### src/rtl/glcm_pkg.sv
// ----------------------------------------------------------------------------
// glcm_pkg
// Shared constants, opcodes and sequencer states of the co-occurrence block.
// ----------------------------------------------------------------------------
package glcm_pkg;

    localparam int GRAY_LEVELS_DEF = 256;
    localparam int MAX_WIDTH_DEF   = 4096;
    localparam int COUNT_BITS_DEF  = 32;

    localparam int          CFG_W         = 13;
    localparam logic [12:0] WIDTH_RESET   = 13'd640;
    localparam int          FRAC_BITS     = 16;
    localparam int          PROB_W        = FRAC_BITS + 1;
    localparam int          OUT_W         = 32;

    localparam logic [1:0] OP_PIXEL = 2'd0;
    localparam logic [1:0] OP_READ  = 2'd1;
    localparam logic [1:0] OP_CLEAR = 2'd2;

    typedef enum logic [3:0] {
        ST_CLEAR,
        ST_IDLE,
        ST_PIX_READ,
        ST_PIX_UPDATE,
        ST_DIAG_WRITE,
        ST_RD_READ,
        ST_RD_LATCH,
        ST_DIV
    } state_t;

endpackage

### src/rtl/glcm_div.sv
// ----------------------------------------------------------------------------
// glcm_div
// Restoring divider: count * 2^16 / total, one quotient bit per cycle.
// Assumes count <= total, so the integer part is a single bit.
// ----------------------------------------------------------------------------
module glcm_div #(
    parameter int COUNT_BITS = glcm_pkg::COUNT_BITS_DEF
) (
    input  logic                         aclk,
    input  logic                         aresetn,
    input  logic                         start,
    input  logic [COUNT_BITS-1:0]        count,
    input  logic [COUNT_BITS-1:0]        total,
    output logic                         busy,
    output logic [glcm_pkg::PROB_W-1:0]  quot
);

    localparam int STEP_W = $clog2(glcm_pkg::FRAC_BITS + 1);

    logic [COUNT_BITS-1:0]         rem_reg, rem_next;
    logic [COUNT_BITS-1:0]         dvs_reg, dvs_next;
    logic [glcm_pkg::PROB_W-1:0]   quot_reg, quot_next;
    logic [STEP_W-1:0]             step_reg, step_next;
    logic [COUNT_BITS:0]           shifted;
    logic                          take;

    always_comb begin
        rem_next  = rem_reg;
        dvs_next  = dvs_reg;
        quot_next = quot_reg;
        step_next = step_reg;
        shifted   = {rem_reg, 1'b0};
        take      = shifted >= {1'b0, dvs_reg};
        if (start) begin
            dvs_next = total;
            if (count >= total) begin
                rem_next  = count - total;
                quot_next = glcm_pkg::PROB_W'(1);
            end else begin
                rem_next  = count;
                quot_next = '0;
            end
            step_next = STEP_W'(glcm_pkg::FRAC_BITS);
        end else if (step_reg != '0) begin
            rem_next  = take ? COUNT_BITS'(shifted - {1'b0, dvs_reg}) : COUNT_BITS'(shifted);
            quot_next = {quot_reg[glcm_pkg::PROB_W-2:0], take};
            step_next = step_reg - STEP_W'(1);
        end
    end

    always_ff @(posedge aclk) begin
        if (!aresetn) begin
            step_reg <= '0;
        end else begin
            step_reg <= step_next;
        end
        rem_reg  <= rem_next;
        dvs_reg  <= dvs_next;
        quot_reg <= quot_next;
    end

    assign busy = step_reg != '0;
    assign quot = quot_reg;

endmodule

### config.mk
export PLATFORM = sky130hd
export DESIGN_NAME = glcm_div
export DESIGN_NICKNAME = d
export VERILOG_FILES = /design/src/rtl/glcm_pkg.sv /design/src/rtl/glcm_div.sv
export SDC_FILE = /design/constraint.sdc
export NUM_CORES = 1
export LEC_CHECK = 0
export ABC_AREA = 1
export BUFFER_PORTS_ARGS = -buffer_cell sky130_fd_sc_hd__buf_2
export CAP_MARGIN = 5
export CELL_PAD_IN_SITES_DETAIL_PLACEMENT = 1
export CELL_PAD_IN_SITES_GLOBAL_PLACEMENT = 2
export CORE_MARGIN = 2
export CORE_UTILIZATION = 30
export DETAILED_ROUTE_END_ITERATION = 10
export PLACE_DENSITY_LB_ADDON = 0.1
export SYNTH_ARGS = -nofsm -noshare
export SYNTH_HDL_FRONTEND = slang
export SYNTH_SLANG_ARGS = --single-unit
### constraint.sdc
create_clock -name aclk -period 4.1 [get_ports aclk]
set_input_delay 0.41 -clock aclk [delete_from_list [all_inputs] [get_ports aclk]]
set_output_delay 0.41 -clock aclk [all_outputs]
set_load 0.02 [all_outputs]
==> key figures <==
Cells and area
  • Layout cells sized above 1: about 9%
  • Util after Layout: about a third
  • Layout area overhead: 12.1%
  • Fin cells: between 1500 and 2000
  • Nets: approximately 1700
  • Diode count: 0

Floorplan
  • Boundary Pins: 85
  • Die extent in y: about 180 um
  • Starting Density: a little under a third
  • # rows: between 60 and 70
  • Die W: between 150 and 200 um
  • Area of the core: approximately 31000 um^2
  • Die footprint: between 30000 and 40000 um^2

Critical path
  • Cell mode on critical path: nand2_1
  • Setup CP Type: reg2reg
  • CP max-delay cell: edfxtp_1
  • Crit path to: rem_reg[25]
  • Internal reg-to-reg setup slack: 1.31 ns
  • Crit path launch: rem_reg[23]
  • Crit-path leading delay family: simple AND/OR/NAND/NOR gates
  • CP startpoint kind: flop
  • Worst Setup End Kind: flop
  • Delay of the slowest critical-path stage: 0.44 ns
  • Reg2reg start: rem_reg[23]
  • Worst Path Buf+Inv: 1
  • Critical path arrival: a little under 3 ns
  • Crit-path max FO: 32
  • R2r endpoint: rem_reg[25]
  • Critical Path RT: 4.21 ns
  • Reg2Reg Depth: 13
  • Crit. path cell count: 13
  • Worst path cell trace: ha_1 > nand2_1 > nand2_1 > inv_1 > nand2_1 > a21oi_2 > nor2_4 > nor2_8 > nand2_8 > nand2_2 > nand2_1 > nand2_1 > nand2_1

Power
  • Seq pwr share: between 20 and 25%
  • Leak: ~5.8 nW
  • P_sw: 0.00290 W
  • PD cells: ~560 nW/um^2
  • Internal Power: approximately 0.003 W
  • VDD IR max: ~220 uV
  • Clock power frac: between 15 and 20%
  • Sw Ratio: approximately half
  • Comb pwr share: between 60 and 70%

Timing
  • RSZ-0062 raised after global routing: no
  • Worst Tran Pin Value: 1.21 ns
  • Max-slew violations: 0
  • Final setup TNS: 0 ns
  • Hold_ws: roughly 0.26 ns
  • Fin crit share: 68.1%
  • Normalized max-slew margin: a little under a fifth
  • Layout Skew: approximately 0.0087 ns
  • Tmin final: around 2.8 ns
  • Setup-failing EPs final: 0
  • Final hold violation count: 0
  • Fmax: roughly 0.36 GHz

Clock tree
  • Worst-skew pair later-pin latency: about 0.35 ns
  • CTS buffer count: 9
  • Max Buffers Root-to-Sink: 2
  • CTS tree: yes
  • # hold bufs at CTS: 0
  • CTS clk-pin slew, worst paths: approximately 0.07 ns
  • Post-CTS sizing: 0
  • Number of setup buffers added after CTS: 0
  • Root Buffer: clkbuf_16
  • Clock Sinks: between 80 and 90
  • H-tree depth: 3

Yosys
  • Seq/Total Area, Yosys: 27.1%
  • FF+latch count, synth: 86
  • Synth cell types: slightly above 40
  • Synth warn: 0
  • Post-Syn Instances: between 1500 and 2000
  • Avg Cell Area, Syn: 6.22 um^2
  • Synth Cell Area: 9350 um^2
  • Net Count, Synth: between 1500 and 2000

Drt
  • Final WL: 34.1 mm
  • Top routing layer used: met4
  • M1 WL: approximately 18 mm
  • Initial DRC count: ~440
  • Routed WL per cell: between 15 and 20 um
  • Drt drc: 0
  • Drt pass-1 iters: 5
  • Vias per cell: approximately 4.7
  • Met2 wire length: around 15 mm
  • Vias: between 9000 and 10000
  • Met3 Wirelength: ~500 um
  • Post-DRT Antenna Nets: 0

Global routing
  • Initial antenna violation count: 0
  • Total GRT Usage: between 20% and 30%
  • Vias in the first global route: roughly 9600
  • First-pass GRT wire length: roughly 54 mm
  • Grt ovf: 0
  • Largest net degree at the start of global routing: 82

Place
  • DP HPWL: between 20 and 30 mm
  • Inst Count DP: just under 2000
  • GPL Wtd Cong: 0.852
  • IO buf count: 84

Flow run
  • Max_cap viols: 0

Worst hold path
  • Worst Hold Class: in2reg

Status
  • Status: finished, final reports clean
[stage by stage]
| step | total power [W] | instance area (um^2) | worst slack [ns] |
|---|---|---|---|
| 3_5_place_dp | 0.00505 | 10200 | 0.951 |
| 4_1_cts | 0.00598 | 10500 | 1.30 |
| 6_report | 0.00590 | 10500 | 1.31 |
| 2_1_floorplan | 0.00395 | 9350 | 1.63 |
| 5_1_grt | 0.00651 | 10500 | 0.997 |
| 3_3_place_gp | 0.00500 | 10200 | 1.03 |
[final cells by class]
cell class	count	area (um^2)
Clock inverter	6	93.8
Sequential cell	86	2530
Inverter	315	1180
Timing Repair Buffer	88	450
Tap cell	396	495
Multi-Input combinational cell	1079	5500
Clock buffer	10	229
Fill cell	4104	20200
[how the worst min path moves through the flow]
stage / startpoint / end / slack (ns) / cells after the start
2_1_floorplan: step_reg[0] / step_reg[0] / 0.44 / 2
3_3_place_gp: step_reg[0] / step_reg[0] / 0.45 / 2
3_5_place_dp: step_reg[0] / step_reg[0] / 0.48 / 2
4_1_cts: total[0] / dvs_reg[0] / 0.24 / 1
5_1_grt: total[0] / dvs_reg[0] / 0.25 / 1
6_report: total[3] / dvs_reg[3] / 0.26 / 1
[Yosys cell counts]
master,count,area [um^2]
a211oi_1,1,7.51
a21o_1,1,7.51
a21oi_1,38,190
a21oi_2,2,17.5
a31oi_1,1,6.26
and2_1,4,25.0
buf_1,3,11.3
buf_2,11,55.1
buf_4,1,7.51
buf_6,5,56.3
clkbuf_1,3,11.3
clkinv_1,3,11.3
dfxtp_1,5,100
edfxtp_1,81,2430
fa_1,2,40.0
ha_1,66,826
inv_1,310,1160
inv_2,2,7.51
nand2_1,574,2150
nand2_2,10,62.6
nand2_4,2,22.5
nand2_8,2,40.0
nand3_1,126,631
nand3_2,2,20.0
nand3_4,1,17.5
nand3b_1,49,368
nand4_1,19,119
nor2_1,109,409
nor2_2,9,56.3
nor2_4,3,33.8
nor2_8,1,20.0
nor3_1,4,20.0
nor3b_1,1,7.51
nor4_1,1,6.26
o21a_1,4,30.0
o21ai_0,10,50.1
o21ai_1,2,10.0
o21bai_1,6,45.0
or2_2,1,6.26
xnor2_1,27,236
xor2_1,1,8.76
[layer usage]
| layer | GRT usage, % | vias up |
|---|---|---|
| li1 | - | 4795 |
| met1 | 31.4 | 4323 |
| met2 | 34.4 | 87 |
| met3 | 1.50 | 20 |
| met4 | 4.42 | 0 |
| met5 | 0 | - |
[power groups by stage]
| stage | Clock, W | Combinational, W | Sequential, W |
|---|---|---|---|
| 4_1_cts | 0.000929 | 0.00362 | 0.00143 |
| 6_report | 0.000901 | 0.00357 | 0.00143 |
| 3_5_place_dp | 0 | 0.00360 | 0.00144 |
| 2_1_floorplan | 0 | 0.00251 | 0.00143 |
| 5_1_grt | 0.000962 | 0.00409 | 0.00146 |
| 3_3_place_gp | 0 | 0.00356 | 0.00144 |
[cell usage in the layout, fill, tap and decap left out, types with 3 or more instances in the layout]
cell type	netlist	layout
o21a_1	4	4
o21bai_1	6	6
nor2_2	9	9
nand2_2	10	11
xnor2_1	27	27
a21oi_1	38	38
inv_1	310	310
and2_1	4	4
buf_4	1	4
nor2_1	109	109
nand3b_1	49	49
edfxtp_1	81	81
nand4_1	19	19
clkinv_1	3	3
nor3_1	4	4
nand3_1	126	126
nand2_1	574	573
clkbuf_16	0	9
dfxtp_1	5	5
buf_2	11	84
ha_1	66	66
o21ai_0	10	10
nor2_4	3	3
[cells by family after synthesis]
family | share of synthesized area (%)
DFF | 27.1
adders and majority gates | 9.26
AOI/OAI and AO/OA | 3.89
xor gates and xnor gates | 2.62
buffers and inverters | 14.2
and+or+nand+nor | 43.0
[worst register-to-register path, delay by kind of cell, from the launching register on]
family,cells,cell delay [ns]
AO/OA/AOI/OAI,1,0.19
adder cells (fa/ha/maj),1,0.43
AND/OR/NAND/NOR,10,1.43
buffers and inverters,1,0.07
flip-flops,1,0.44
Power figures use the tool's default switching activity.
